<file path="config.mk">
export PLATFORM = sky130hd
export DESIGN_NAME = lottery_ticket_scheduler
export DESIGN_NICKNAME = d
export VERILOG_FILES = /design/src/rtl/lts_pkg.sv /design/src/rtl/lts_ram.sv /design/src/rtl/lottery_ticket_scheduler.sv
export SDC_FILE = /design/constraint.sdc
export NUM_CORES = 2
export LEC_CHECK = 0
export ABC_CLOCK_PERIOD_IN_PS = 8130
export BUFFER_PORTS_ARGS = -buffer_cell sky130_fd_sc_hd__buf_2
export CORE_MARGIN = 1.5
export CORE_UTILIZATION = 35
export CTS_BUF_LIST = sky130_fd_sc_hd__clkbuf_4 sky130_fd_sc_hd__clkbuf_8
export DETAILED_ROUTE_END_ITERATION = 8
export HOLD_SLACK_MARGIN = 0.02
export PLACE_DENSITY = 0.49
export REMOVE_ABC_BUFFERS = 1
export SLEW_MARGIN = 20
export SYNTH_ARGS = -nofsm -noshare
export SYNTH_HDL_FRONTEND = slang
export SYNTH_HIERARCHICAL = 1
export SYNTH_SLANG_ARGS = --single-unit
</file>
<file path="constraint.sdc">
create_clock -name clk -period 8.13 [get_ports clk]
set_input_delay 1.626 -clock clk [delete_from_list [all_inputs] [get_ports clk]]
set_output_delay 1.626 -clock clk [all_outputs]
set_load 0.005 [all_outputs]
</file>
<file path="src/rtl/lts_pkg.sv">
`timescale 1ns / 1ps
// ----------------------------------------------------------------------------
// Lottery ticket scheduler package
// Shared types and codes for the lottery ticket scheduler and its slot RAM.
// ----------------------------------------------------------------------------
package lts_pkg;

    localparam int TKT_W   = 6;
    localparam int LVL_W   = 4;
    localparam int QNT_W   = 16;
    localparam int OP_W    = 3;
    localparam int SLOT_W  = 5;
    localparam int STAT_W  = 2;
    localparam int BC_W    = 32;
    localparam int DRAW_W  = 16;
    localparam int CFG_W   = 6;
    localparam int CIDX_W  = 2;

    localparam logic [OP_W-1:0] OP_START_SYS = 3'd0;
    localparam logic [OP_W-1:0] OP_START_INH = 3'd1;
    localparam logic [OP_W-1:0] OP_STOP      = 3'd2;
    localparam logic [OP_W-1:0] OP_EXPIRED   = 3'd3;
    localparam logic [OP_W-1:0] OP_SET_LEVEL = 3'd4;

    localparam logic [STAT_W-1:0] ST_OK        = 2'd0;
    localparam logic [STAT_W-1:0] ST_BAD_STATE = 2'd1;
    localparam logic [STAT_W-1:0] ST_BAD_LEVEL = 2'd2;
    localparam logic [STAT_W-1:0] ST_BAD_PARENT = 2'd3;

    localparam logic [CIDX_W-1:0] CFG_TICKET_CAP   = 2'd0;
    localparam logic [CIDX_W-1:0] CFG_WINNER_LEVEL = 2'd1;
    localparam logic [CIDX_W-1:0] CFG_LOSER_LEVEL  = 2'd2;

    localparam logic [TKT_W-1:0] SYS_TICKETS = 6'd10;
    localparam logic [TKT_W-1:0] INH_TICKETS = 6'd5;

    typedef struct packed {
        logic [TKT_W-1:0] tickets;
        logic [LVL_W-1:0] level;
        logic [QNT_W-1:0] quantum;
    } slot_word_t;

endpackage

</file>
<file path="src/rtl/lts_ram.sv">
`timescale 1ns / 1ps
// ----------------------------------------------------------------------------
// Generic single-port-write RAM
// One write port and one read port with a registered read.
// ----------------------------------------------------------------------------
module lts_ram #(
    parameter int WIDTH = 26,
    parameter int DEPTH = 32
) (
    input  logic                     clk,
    input  logic                     we,
    input  logic [$clog2(DEPTH)-1:0] waddr,
    input  logic [WIDTH-1:0]         wdata,
    input  logic [$clog2(DEPTH)-1:0] raddr,
    output logic [WIDTH-1:0]         rdata
);

    logic [WIDTH-1:0] mem [DEPTH];

    always_ff @(posedge clk)
    begin
        if (we)
        begin
            mem[waddr] <= wdata;
        end
        rdata <= mem[raddr];
    end

endmodule

</file>
<file path="src/rtl/lottery_ticket_scheduler.sv">
`timescale 1ns / 1ps
// ----------------------------------------------------------------------------
// Lottery ticket scheduler
// Slot table with start, stop, set-level and quantum-expiry commands; a
// quantum expiry runs a ticket lottery over all in-use user slots if their ticket total is nonzero.
// ----------------------------------------------------------------------------
// The block takes one command transaction at a time and holds in_stall high
// until its last result has been produced. A command is checked, reads its
// slot (an inherited start also the parent slot) and is applied; a rejected
// command ends after the check. The slot RAM has one read port, so on a
// quantum expiry the ticket sum and the lottery each visit a slot in a read
// state and an accumulate state; between them the remainder of the draw by
// the ticket total is formed one bit per cycle. Results that wait on
// out_stall hold the block longer. No clearing pass is needed after reset.
module lottery_ticket_scheduler #(
    parameter int SLOTS  = 32,
    parameter int LEVELS = 16
) (
    input  logic                        clk,
    input  logic                        rst_n,
    input  logic                        cfg_we,
    input  logic [lts_pkg::CIDX_W-1:0]  cfg_index,
    input  logic [lts_pkg::CFG_W-1:0]   cfg_data,
    input  logic                        in_valid,
    output logic                        in_stall,
    input  logic [lts_pkg::OP_W-1:0]    op,
    input  logic [lts_pkg::SLOT_W-1:0]  slot,
    input  logic [lts_pkg::SLOT_W-1:0]  parent_slot,
    input  logic [lts_pkg::LVL_W-1:0]   level,
    input  logic [lts_pkg::QNT_W-1:0]   quantum,
    input  logic [lts_pkg::BC_W-1:0]    blocked_count,
    input  logic [lts_pkg::DRAW_W-1:0]  draw,
    output logic                        out_valid,
    input  logic                        out_stall,
    output logic [lts_pkg::STAT_W-1:0]  status,
    output logic [lts_pkg::SLOT_W-1:0]  out_slot,
    output logic [lts_pkg::LVL_W-1:0]   out_level,
    output logic [lts_pkg::QNT_W-1:0]   out_quantum,
    output logic                        last
);

    import lts_pkg::*;

    localparam int SW    = $clog2(SLOTS);
    localparam int TOT_W = $clog2(SLOTS * 63 + 1);
    localparam int WORD_W = $bits(slot_word_t);

    typedef enum logic [10:0] {
        S_IDLE   = 11'b00000000001,
        S_CHK    = 11'b00000000010,
        S_RDS    = 11'b00000000100,
        S_RDP    = 11'b00000001000,
        S_APPLY  = 11'b00000010000,
        S_SUM_RD = 11'b00000100000,
        S_SUM_AC = 11'b00001000000,
        S_PEND   = 11'b00010000000,
        S_DIV    = 11'b00100000000,
        S_LOT_RD = 11'b01000000000,
        S_LOT_AC = 11'b10000000000
    } state_t;

    state_t state_reg, state_next;

    logic [TKT_W-1:0] cap_reg;
    logic [LVL_W-1:0] win_lvl_reg;
    logic [LVL_W-1:0] lose_lvl_reg;

    logic [OP_W-1:0]   op_reg;
    logic [SLOT_W-1:0] slot_reg;
    logic [SLOT_W-1:0] parent_reg;
    logic [LVL_W-1:0]  lvl_reg;
    logic [QNT_W-1:0]  qnt_reg;
    logic [BC_W-1:0]   bc_reg;
    logic [DRAW_W-1:0] draw_reg;

    logic [SLOTS-1:0] in_use_reg, in_use_next;
    logic [SLOTS-1:0] tkt_ok_reg, tkt_ok_next;
    logic [BC_W-1:0]  hbc_reg, hbc_next;

    slot_word_t sw_reg, sw_next;
    logic       sok_reg, sok_next;
    logic [QNT_W-1:0] pq_reg, pq_next;

    logic [SW-1:0]    idx_reg, idx_next;
    logic [SW-1:0]    last_idx_reg, last_idx_next;
    logic [TOT_W-1:0] total_reg, total_next;
    logic [TOT_W-1:0] cum_reg, cum_next;
    logic [TOT_W:0]   rem_reg, rem_next;
    logic [3:0]       bit_reg, bit_next;
    logic             won_reg, won_next;

    logic              ov_reg, ov_next;
    logic [STAT_W-1:0] st_reg, st_next;
    logic [SLOT_W-1:0] os_reg, os_next;
    logic [LVL_W-1:0]  ol_reg, ol_next;
    logic [QNT_W-1:0]  oq_reg, oq_next;
    logic              ol_last_reg, ol_last_next;

    logic [LVL_W-1:0] pl_reg, pl_next;
    logic [QNT_W-1:0] pqn_reg, pqn_next;

    logic          ram_we;
    logic [SW-1:0] ram_waddr;
    slot_word_t    ram_wdata;
    logic [SW-1:0] ram_raddr;
    slot_word_t    ram_rdata;

    logic [SW-1:0]     s_idx;
    logic [SW-1:0]     p_idx;
    logic              out_free;
    logic [TKT_W-1:0]  eff_cap;
    logic [TKT_W-1:0]  cur_tkt;
    logic [TKT_W-1:0]  rd_tkt;
    logic              rd_qual;
    logic [TOT_W-1:0]  cum_sum;
    logic [TOT_W:0]    rem_shift;
    logic              err_hit;
    logic [STAT_W-1:0] err_code;

    function automatic logic [TKT_W-1:0] clamp_tkt(input logic [TKT_W:0] t,
                                                   input logic [TKT_W-1:0] c);
        logic [TKT_W-1:0] r;
        begin
            if (t == '0)
            begin
                r = TKT_W'(1);
            end
            else if (t > {1'b0, c})
            begin
                r = c;
            end
            else
            begin
                r = t[TKT_W-1:0];
            end
            return r;
        end
    endfunction

    lts_ram #(
        .WIDTH (WORD_W),
        .DEPTH (SLOTS)
    ) u_ram (
        .clk   (clk),
        .we    (ram_we),
        .waddr (ram_waddr),
        .wdata (ram_wdata),
        .raddr (ram_raddr),
        .rdata (ram_rdata)
    );

    assign s_idx    = SW'(slot_reg);
    assign p_idx    = SW'(parent_reg);
    assign out_free = !ov_reg || !out_stall;
    assign eff_cap  = (cap_reg == '0) ? TKT_W'(1) : cap_reg;
    assign cur_tkt  = sok_reg ? sw_reg.tickets : '0;
    assign rd_tkt   = tkt_ok_reg[idx_reg] ? ram_rdata.tickets : '0;
    assign rd_qual  = in_use_reg[idx_reg] && (ram_rdata.level >= win_lvl_reg);
    assign cum_sum  = cum_reg + TOT_W'(rd_tkt);
    assign rem_shift = {rem_reg[TOT_W-1:0], draw_reg[4'd15 - bit_reg]};

    assign in_stall    = (state_reg != S_IDLE);
    assign out_valid   = ov_reg;
    assign status      = st_reg;
    assign out_slot    = os_reg;
    assign out_level   = ol_reg;
    assign out_quantum = oq_reg;
    assign last        = ol_last_reg;

    always_comb
    begin
        err_hit  = 1'b0;
        err_code = ST_OK;
        if (op_reg > OP_SET_LEVEL || {1'b0, slot_reg} >= (SLOT_W + 1)'(SLOTS))
        begin
            err_hit  = 1'b1;
            err_code = ST_BAD_STATE;
        end
        else if (op_reg == OP_START_SYS || op_reg == OP_START_INH)
        begin
            if (in_use_reg[s_idx])
            begin
                err_hit  = 1'b1;
                err_code = ST_BAD_STATE;
            end
            else if ({1'b0, lvl_reg} >= (LVL_W + 1)'(LEVELS))
            begin
                err_hit  = 1'b1;
                err_code = ST_BAD_LEVEL;
            end
            else if (op_reg == OP_START_INH &&
                     ({1'b0, parent_reg} >= (SLOT_W + 1)'(SLOTS) || !in_use_reg[p_idx]))
            begin
                err_hit  = 1'b1;
                err_code = ST_BAD_PARENT;
            end
        end
        else if (!in_use_reg[s_idx])
        begin
            err_hit  = 1'b1;
            err_code = ST_BAD_STATE;
        end
        else if (op_reg == OP_SET_LEVEL && {1'b0, lvl_reg} >= (LVL_W + 1)'(LEVELS))
        begin
            err_hit  = 1'b1;
            err_code = ST_BAD_LEVEL;
        end
    end

    always_comb
    begin
        state_next    = state_reg;
        in_use_next   = in_use_reg;
        tkt_ok_next   = tkt_ok_reg;
        hbc_next      = hbc_reg;
        sw_next       = sw_reg;
        sok_next      = sok_reg;
        pq_next       = pq_reg;
        idx_next      = idx_reg;
        last_idx_next = last_idx_reg;
        total_next    = total_reg;
        cum_next      = cum_reg;
        rem_next      = rem_reg;
        bit_next      = bit_reg;
        won_next      = won_reg;
        pl_next       = pl_reg;
        pqn_next      = pqn_reg;
        ov_next       = ov_reg && out_stall;
        st_next       = st_reg;
        os_next       = os_reg;
        ol_next       = ol_reg;
        oq_next       = oq_reg;
        ol_last_next  = ol_last_reg;
        ram_we        = 1'b0;
        ram_waddr     = s_idx;
        ram_wdata     = sw_reg;
        ram_raddr     = idx_reg;

        case (state_reg)
            S_IDLE:
            begin
                if (in_valid)
                begin
                    state_next = S_CHK;
                end
            end
            S_CHK:
            begin
                ram_raddr = s_idx;
                if (err_hit)
                begin
                    if (out_free)
                    begin
                        ov_next      = 1'b1;
                        st_next      = err_code;
                        os_next      = slot_reg;
                        ol_next      = '0;
                        oq_next      = '0;
                        ol_last_next = 1'b1;
                        state_next   = S_IDLE;
                    end
                end
                else
                begin
                    state_next = S_RDS;
                end
            end
            S_RDS:
            begin
                ram_raddr = p_idx;
                sw_next   = ram_rdata;
                sok_next  = tkt_ok_reg[s_idx];
                state_next = (op_reg == OP_START_INH) ? S_RDP : S_APPLY;
            end
            S_RDP:
            begin
                pq_next    = ram_rdata.quantum;
                state_next = S_APPLY;
            end
            S_APPLY:
            begin
                if (op_reg == OP_EXPIRED)
                begin
                    ram_we    = 1'b1;
                    ram_wdata = sw_reg;
                    if (sw_reg.level >= win_lvl_reg)
                    begin
                        if (bc_reg > hbc_reg)
                        begin
                            ram_wdata.tickets = clamp_tkt({1'b0, cur_tkt} + 7'd1, eff_cap);
                        end
                        else
                        begin
                            ram_wdata.tickets = clamp_tkt((cur_tkt == '0) ? 7'd0 :
                                                          {1'b0, cur_tkt} - 7'd1, eff_cap);
                        end
                        tkt_ok_next[s_idx] = 1'b1;
                    end
                    if (bc_reg > hbc_reg)
                    begin
                        hbc_next = bc_reg;
                    end
                    pl_next    = sw_reg.level;
                    pqn_next   = sw_reg.quantum;
                    idx_next   = '0;
                    total_next = '0;
                    state_next = S_SUM_RD;
                end
                else if (out_free)
                begin
                    ov_next      = 1'b1;
                    st_next      = ST_OK;
                    os_next      = slot_reg;
                    ol_last_next = 1'b1;
                    state_next   = S_IDLE;
                    case (op_reg)
                        OP_START_SYS, OP_START_INH:
                        begin
                            ram_we = 1'b1;
                            ram_wdata.level   = (op_reg == OP_START_SYS) ? lvl_reg
                                                                         : lose_lvl_reg;
                            ram_wdata.quantum = (op_reg == OP_START_SYS) ? qnt_reg : pq_reg;
                            if (ram_wdata.level >= win_lvl_reg)
                            begin
                                ram_wdata.tickets = clamp_tkt({1'b0,
                                    (op_reg == OP_START_SYS) ? SYS_TICKETS : INH_TICKETS},
                                    eff_cap);
                                tkt_ok_next[s_idx] = 1'b1;
                            end
                            in_use_next[s_idx] = 1'b1;
                            ol_next = ram_wdata.level;
                            oq_next = ram_wdata.quantum;
                        end
                        OP_STOP:
                        begin
                            in_use_next[s_idx] = 1'b0;
                            ol_next = '0;
                            oq_next = '0;
                        end
                        default:
                        begin
                            ram_we = 1'b1;
                            ram_wdata.level = lvl_reg;
                            ol_next = lvl_reg;
                            oq_next = sw_reg.quantum;
                        end
                    endcase
                end
            end
            S_SUM_RD:
            begin
                state_next = S_SUM_AC;
            end
            S_SUM_AC:
            begin
                if (rd_qual)
                begin
                    total_next    = total_reg + TOT_W'(rd_tkt);
                    last_idx_next = idx_reg;
                end
                if (idx_reg == SW'(SLOTS - 1))
                begin
                    state_next = S_PEND;
                end
                else
                begin
                    idx_next   = idx_reg + SW'(1);
                    state_next = S_SUM_RD;
                end
            end
            S_PEND:
            begin
                if (out_free)
                begin
                    ov_next      = 1'b1;
                    st_next      = ST_OK;
                    os_next      = slot_reg;
                    ol_next      = pl_reg;
                    oq_next      = pqn_reg;
                    ol_last_next = (total_reg == '0);
                    rem_next     = '0;
                    bit_next     = '0;
                    state_next   = (total_reg == '0) ? S_IDLE : S_DIV;
                end
            end
            S_DIV:
            begin
                if (rem_shift >= {1'b0, total_reg})
                begin
                    rem_next = rem_shift - {1'b0, total_reg};
                end
                else
                begin
                    rem_next = rem_shift;
                end
                bit_next = bit_reg + 4'd1;
                if (bit_reg == 4'd15)
                begin
                    idx_next   = '0;
                    cum_next   = '0;
                    won_next   = 1'b0;
                    state_next = S_LOT_RD;
                end
            end
            S_LOT_RD:
            begin
                state_next = S_LOT_AC;
            end
            S_LOT_AC:
            begin
                if (!rd_qual)
                begin
                    if (idx_reg == SW'(SLOTS - 1))
                    begin
                        state_next = S_IDLE;
                    end
                    else
                    begin
                        idx_next   = idx_reg + SW'(1);
                        state_next = S_LOT_RD;
                    end
                end
                else if (out_free)
                begin
                    ram_we    = 1'b1;
                    ram_waddr = idx_reg;
                    ram_wdata = ram_rdata;
                    ram_wdata.tickets = rd_tkt;
                    cum_next  = cum_sum;
                    if (!won_reg && {1'b0, cum_sum} > rem_reg)
                    begin
                        won_next = 1'b1;
                        ram_wdata.level = win_lvl_reg;
                    end
                    else
                    begin
                        ram_wdata.level = lose_lvl_reg;
                        if (rd_tkt < eff_cap)
                        begin
                            ram_wdata.tickets = rd_tkt + TKT_W'(1);
                        end
                    end
                    tkt_ok_next[idx_reg] = 1'b1;
                    ov_next      = 1'b1;
                    st_next      = ST_OK;
                    os_next      = SLOT_W'(idx_reg);
                    ol_next      = ram_wdata.level;
                    oq_next      = ram_rdata.quantum;
                    ol_last_next = (idx_reg == last_idx_reg);
                    if (idx_reg == last_idx_reg)
                    begin
                        state_next = S_IDLE;
                    end
                    else
                    begin
                        idx_next   = idx_reg + SW'(1);
                        state_next = S_LOT_RD;
                    end
                end
            end
            default:
            begin
                state_next = S_IDLE;
            end
        endcase
    end

    always_ff @(posedge clk or negedge rst_n)
    begin
        if (!rst_n)
        begin
            state_reg    <= S_IDLE;
            cap_reg      <= 6'd20;
            win_lvl_reg  <= 4'd13;
            lose_lvl_reg <= 4'd14;
            in_use_reg   <= '0;
            tkt_ok_reg   <= '0;
            hbc_reg      <= '0;
            ov_reg       <= 1'b0;
        end
        else
        begin
            state_reg  <= state_next;
            in_use_reg <= in_use_next;
            tkt_ok_reg <= tkt_ok_next;
            hbc_reg    <= hbc_next;
            ov_reg     <= ov_next;
            if (cfg_we)
            begin
                case (cfg_index)
                    CFG_TICKET_CAP:   cap_reg      <= cfg_data;
                    CFG_WINNER_LEVEL: win_lvl_reg  <= cfg_data[LVL_W-1:0];
                    CFG_LOSER_LEVEL:  lose_lvl_reg <= cfg_data[LVL_W-1:0];
                    default:          ;
                endcase
            end
        end
    end

    always_ff @(posedge clk)
    begin
        if (state_reg == S_IDLE && in_valid)
        begin
            op_reg     <= op;
            slot_reg   <= slot;
            parent_reg <= parent_slot;
            lvl_reg    <= level;
            qnt_reg    <= quantum;
            bc_reg     <= blocked_count;
            draw_reg   <= draw;
        end
        sw_reg       <= sw_next;
        sok_reg      <= sok_next;
        pq_reg       <= pq_next;
        idx_reg      <= idx_next;
        last_idx_reg <= last_idx_next;
        total_reg    <= total_next;
        cum_reg      <= cum_next;
        rem_reg      <= rem_next;
        bit_reg      <= bit_next;
        won_reg      <= won_next;
        pl_reg       <= pl_next;
        pqn_reg      <= pqn_next;
        st_reg       <= st_next;
        os_reg       <= os_next;
        ol_reg       <= ol_next;
        oq_reg       <= oq_next;
        ol_last_reg  <= ol_last_next;
    end

    a_ram_write_state: assert property (@(posedge clk) disable iff (!rst_n)
        ram_we |-> (state_reg == S_APPLY || state_reg == S_LOT_AC))
        else $error("slot RAM written outside a write state");

    a_div_nonzero: assert property (@(posedge clk) disable iff (!rst_n)
        (state_reg == S_DIV) |-> (total_reg != '0))
        else $error("remainder unit started with a zero ticket total");

    a_rem_range: assert property (@(posedge clk) disable iff (!rst_n)
        (state_reg == S_LOT_RD) |-> (rem_reg < {1'b0, total_reg}))
        else $error("lottery draw not below the ticket total");

    a_error_last: assert property (@(posedge clk) disable iff (!rst_n)
        (ov_reg && st_reg != ST_OK) |-> ol_last_reg)
        else $error("error result not marked as final");

endmodule

</file>
* After elaboration in Yosys (flattened, before gate mapping) *
Memories as Yosys holds them, arrays and structs flattened. A register that Yosys moved wholly into a read port is not among the register bits.
Index checks and enable logic that the tools add are counted.

word-level totals
  register bits = 343
  latch bits = 0
  RAM bits = 832
  memory bits (read-only) = 0
  input port bits = 94
  output and inout bits = 30
  logic and storage cells = 305
  memories kept = 1

memory list
  name       depth  width  read ports  clocked after Yosys merged registers in  write ports  RTL line       text
  u_ram.mem  32     26     1           1                                        1            lts_ram.sv:18  logic [WIDTH-1:0] mem [DEPTH];

cells by class
  add/subtract/negate cells = 9
  $mul = 0
  divide/modulo/power cells = 0
  $lt $le $gt $ge = 17
  eq/ne operators = 38
  shift-type cells = 0
  muxes and demuxes = 153
  bitwise operators = 6
  reduce and logical (&&, ||, !) cells = 47

operators with widths
  cell                  count
  $mux W32              7
  $mux W16              9
  $mux W11              13
  $pmux W32 S2          2
  $pmux W11 S11         1
  $mux W26              4
  $or A32 B32 Y32       3
  $mux W6               15
  $mux W5               15
  $pmux W16 S4          1
  $pmux W26 S2          1
  $pmux W11 S2          2
  $mux W4               10
  $pmux W5 S4           2
  $mux W1               35
  $and A32 B32 Y32      1
  $gt A32 B32 Y1        1
  $not A32 Y32          1
  $pmux W16 S2          1
  $bmux W1 S5           5
  $mux W12              2
  $ne A2 B2 Y1 const B  12
  $pmux W12 S2          1
  $pmux W4 S2           3
  other kinds (69)      123

* Depth between registers and ports, before layout *
  word-level depth = 11
  gate-level depth with buffers = 28
  depth with buffers taken out = 24

* Hierarchy *
The synthesis kept the hierarchy.

modules (own cells, without submodules)
  module                    instances  cells an instance  area an instance (um^2)  sequential area each (um^2)
  lts_ram                   1          1848               32965.4                  25504.5
  lottery_ticket_scheduler  1          1847               19944.1                  9700.6

* Worst setup path after synthesis *
OpenSTA, ideal clock, no wires.

  path type = flip-flop to flip-flop
  start point = reg idx_reg[1]
  end point = mem u_ram.mem[0][22] (data pin)
  setup time = 0.351 ns
  arrival = 6.397 ns
  data required time = 7.779 ns
  slack = 1.383 ns
  stages on the path, launching flop included = 28
  path buffers = 4
  clock period less this slack = 6.747 ns
  cells stage by stage = edfxtp_1 buf_2 clkbuf_1 or2_1 o221ai_1 nand2_1 o221ai_1 clkbuf_1 and2_1 ha_1 inv_1 fa_1 nor2b_1 o21ai_0 a21boi_0 o21ai_0 a21oi_1 and3_1 xor2_1 ha_1 nand4b_1 a211oi_1 o31a_1 clkbuf_1 a2111oi_0 mux2i_1 o22ai_1 nor2_1

RTL lines
  item                    RTL line                         text
  from (decl)             lottery_ticket_scheduler.sv:84   logic [SW-1:0] idx_reg, idx_next;
  from (signal assigned)  lottery_ticket_scheduler.sv:515  idx_reg <= idx_next;
  to (decl)               lts_ram.sv:18

==> flow_summary.json <==
{
  "async_reset_ff_frac": 0.102,
  "n_fill_cell": 14100,
  "cts-resized-gates": 0,
  "hold_class": "flip-flop to flip-flop",
  "core_area_sq_mm": 0.150,
  "crit_arrival_ns": 7.95,
  "wire_per_inst_um": 24.5,
  "grt_usage": 0.195,
  "regArea_sq_mm": 0.0352,
  "grt-ovfl-total": 0,
  "first_pass_iters": 6,
  "grt_start_max_net_pins": 105,
  "grt_pass1_wl_um": 220000,
  "fp.dieW_um": 392,
  "drv_cap": 0,
  "clock_power_share": 0.368,
  "yosys-top-cells-area": "edfxtp_1, mux2i_1, dfrtp_1",
  "cts.clk_slew.worst_paths_ns": 0.06,
  "slew_violations": 0,
  "period_share": 0.901,
  "first_global_vias": 32400,
  "critPathLaunch": "idx_reg[0]",
  "routabilityCongestion": 0.847,
  "vias_per_cell": 5.27,
  "required_ns": 8.76,
  "htree_levels": 4,
  "largest_reg_flops": 832,
  "cts-root-buf": "clkbuf_8",
  "postCtsHoldBufs": 0,
  "place_ws_ns": 0.681,
  "rsz0062_at_grt": "no",
  "yosys_warnings": 6,
  "setup_viol": 0,
  "start_util": 0.353,
  "antenna_found_initial": 10,
  "yosysTopAreaCell": "edfxtp_1",
  "p_per_area_mw_per_mm2": 259,
  "instances_no_fill": 6141,
  "syn-instance-count": 3695,
  "crit_type": "flip-flop to flip-flop",
  "total_power_uw": 15800,
  "dieHeight_um": 392,
  "vias": 32400,
  "hpwl_um": 91800,
  "die-area_sq_mm": 0.154,
  "final_antenna_net_count": 0,
  "synth.distinct_cells": 86,
  "p_comb_frac": 0.180,
  "fin_worst_skew_ns": 0.0701,
  "final_nets": 4149,
  "pwr-share-seq": 0.452,
  "syn_avg_cell_area_sq_um": 14.3,
  "slew-limit-headroom": 0.289,
  "drive_gt1_frac": 0.183,
  "worst_pin_slew_ns": 1.06,
  "clk_latency_ns": 0.97,
  "critPathSlowestCell": "edfxtp_1",
  "cp-end-kind": "flip-flop",
  "ir_worst_vdd_uv": 179,
  "place_inst": 5745,
  "largest_register": "u_ram/mem",
  "cts_buffers": 206,
  "fp-row-count": 142,
  "multi_input_area_sq_mm": 0.0167,
  "cp_max_fo": 32,
  "synth_edf_count": 1053,
  "postCtsSetupRepairBufs": 0,
  "r2r_start": "idx_reg[0]",
  "setup_ws_ns": 0.809,
  "ios": 124,
  "max_stage_delay_ns": 0.81,
  "p_leak_uw": 0.0237,
  "post-route-util": 0.406,
  "io_buffers": 123,
  "drc_errors": 0,
  "synth_top_flop_cell": "edfxtp_1",
  "wl_um": 151000,
  "hold_start": "u_ram/rdata[16]",
  "finalHoldViolCount": 0,
  "crit_top_cell": "buf_4",
  "ys_seq_area_frac": 0.665,
  "holdWs_ns": 0.443,
  "area_growth_pct": 15.2,
  "p_sw_uw": 4620,
  "outcome": "completed",
  "cts_sinks": 1201,
  "synthesis.area_sq_mm": 0.0529,
  "drtIter0Drc": 2266,
  "cts_buffer_depth": 3,
  "final.min_clock_period_ns": 7.32,
  "cts_tree": "yes",
  "start_kind": "flip-flop",
  "timing.fmax_mhz": 137,
  "swShare": 0.293,
  "synthDominantCellAreaShare": 0.598,
  "ys_seq_elements": 1201,
  "p_int_uw": 11200
}
[final cells by class]
type                    instances  area share
flip-flops and latches       1201       0.578
multi-input cells            2185       0.274
clock buffers                 321      0.0629
well taps                    2016      0.0414
repair buffers                238      0.0272
clock inverters                63      0.0101
inverters                     110     0.00678
diodes                          7    0.000287
[synth_stat cells, types with 36 or more instances]
master / n
o21bai_1: 38
o21ai_0: 50
mux4_2: 36
dfrtp_1: 113
mux2i_1: 487
edfxtp_1: 1053
a22oi_1: 86
nor2_1: 197
a31oi_1: 62
nor3_1: 85
nand3_1: 127
a21oi_1: 187
clkbuf_1: 101
ha_1: 110
a22o_1: 52
inv_1: 107
nand2_1: 219
[logic make-up after synthesis]
logic type | share of synthesized area
xor+xnor | 0.00563
buf+inv | 0.0268
compound gates | 0.0837
simple gates | 0.0737
flops | 0.665
fa+ha+maj | 0.0271
mux | 0.118
[placed cells by master (no fill, tap or decap), drive strengths merged, types with 62 or more instances in the layout]
cell / synthesis / final
clkbuf: 102 / 321
ha: 110 / 110
mux2i: 487 / 487
dfrtp: 113 / 113
nor3: 85 / 85
a31oi: 62 / 62
a21oi: 187 / 187
buf: 97 / 238
a22oi: 86 / 86
nor2: 197 / 197
inv: 110 / 120
nand3: 127 / 127
nand2: 219 / 219
edfxtp: 1053 / 1053
[path summary, 6_finish.rpt]
check,to,slack [ns],cells after the start
max,u_ram/mem[9][21],0.81,26
min,sw_reg[16],0.44,0
max reg2reg,u_ram/mem[9][21],0.81,26
min reg2reg,sw_reg[16],0.44,0
max in group asynchronous,async pin,5.74,3
min in group asynchronous,hbc_reg[25],0.71,1
[power by group through the flow]
stage / clock [uW] / combinational, uW / sequential [uW]
final: 5810 / 2850 / 7140
after global routing: 6230 / 3110 / 7160
after CTS: 5970 / 2870 / 7140
after detailed placement: 0 / 2860 / 7260
after global placement: 0 / 2860 / 7270
after floorplan: 0 / 2870 / 7200
[worst max-delay path, delay by kind of cell, from the launching register on]
family,cells,cell delay (ns)
mux,2,0.31
compound gates,10,3.09
buf+inv,4,0.90
flops,1,0.81
xor+xnor,1,0.18
fa+ha+maj,3,0.86
simple gates,6,0.87
[through the flow]
step / TNS, ns / instance area, sq um
after floorplan: -225.32 / 51900
final: 0 / 60900
after detailed placement: 0 / 56300
after global routing: 0 / 60900
after global placement: 0 / 56300
after CTS: 0 / 60800
[metal layers]
layer	track usage	part of all wire	up-vias
li1	-	-	14800
met1	0.270	0.46	16500
met2	0.316	0.47	848
met3	0.0351	0.052	198
met4	0.0476	0.018	6
met5	0	0.00036	-
(Power assumes the default switching activity.)
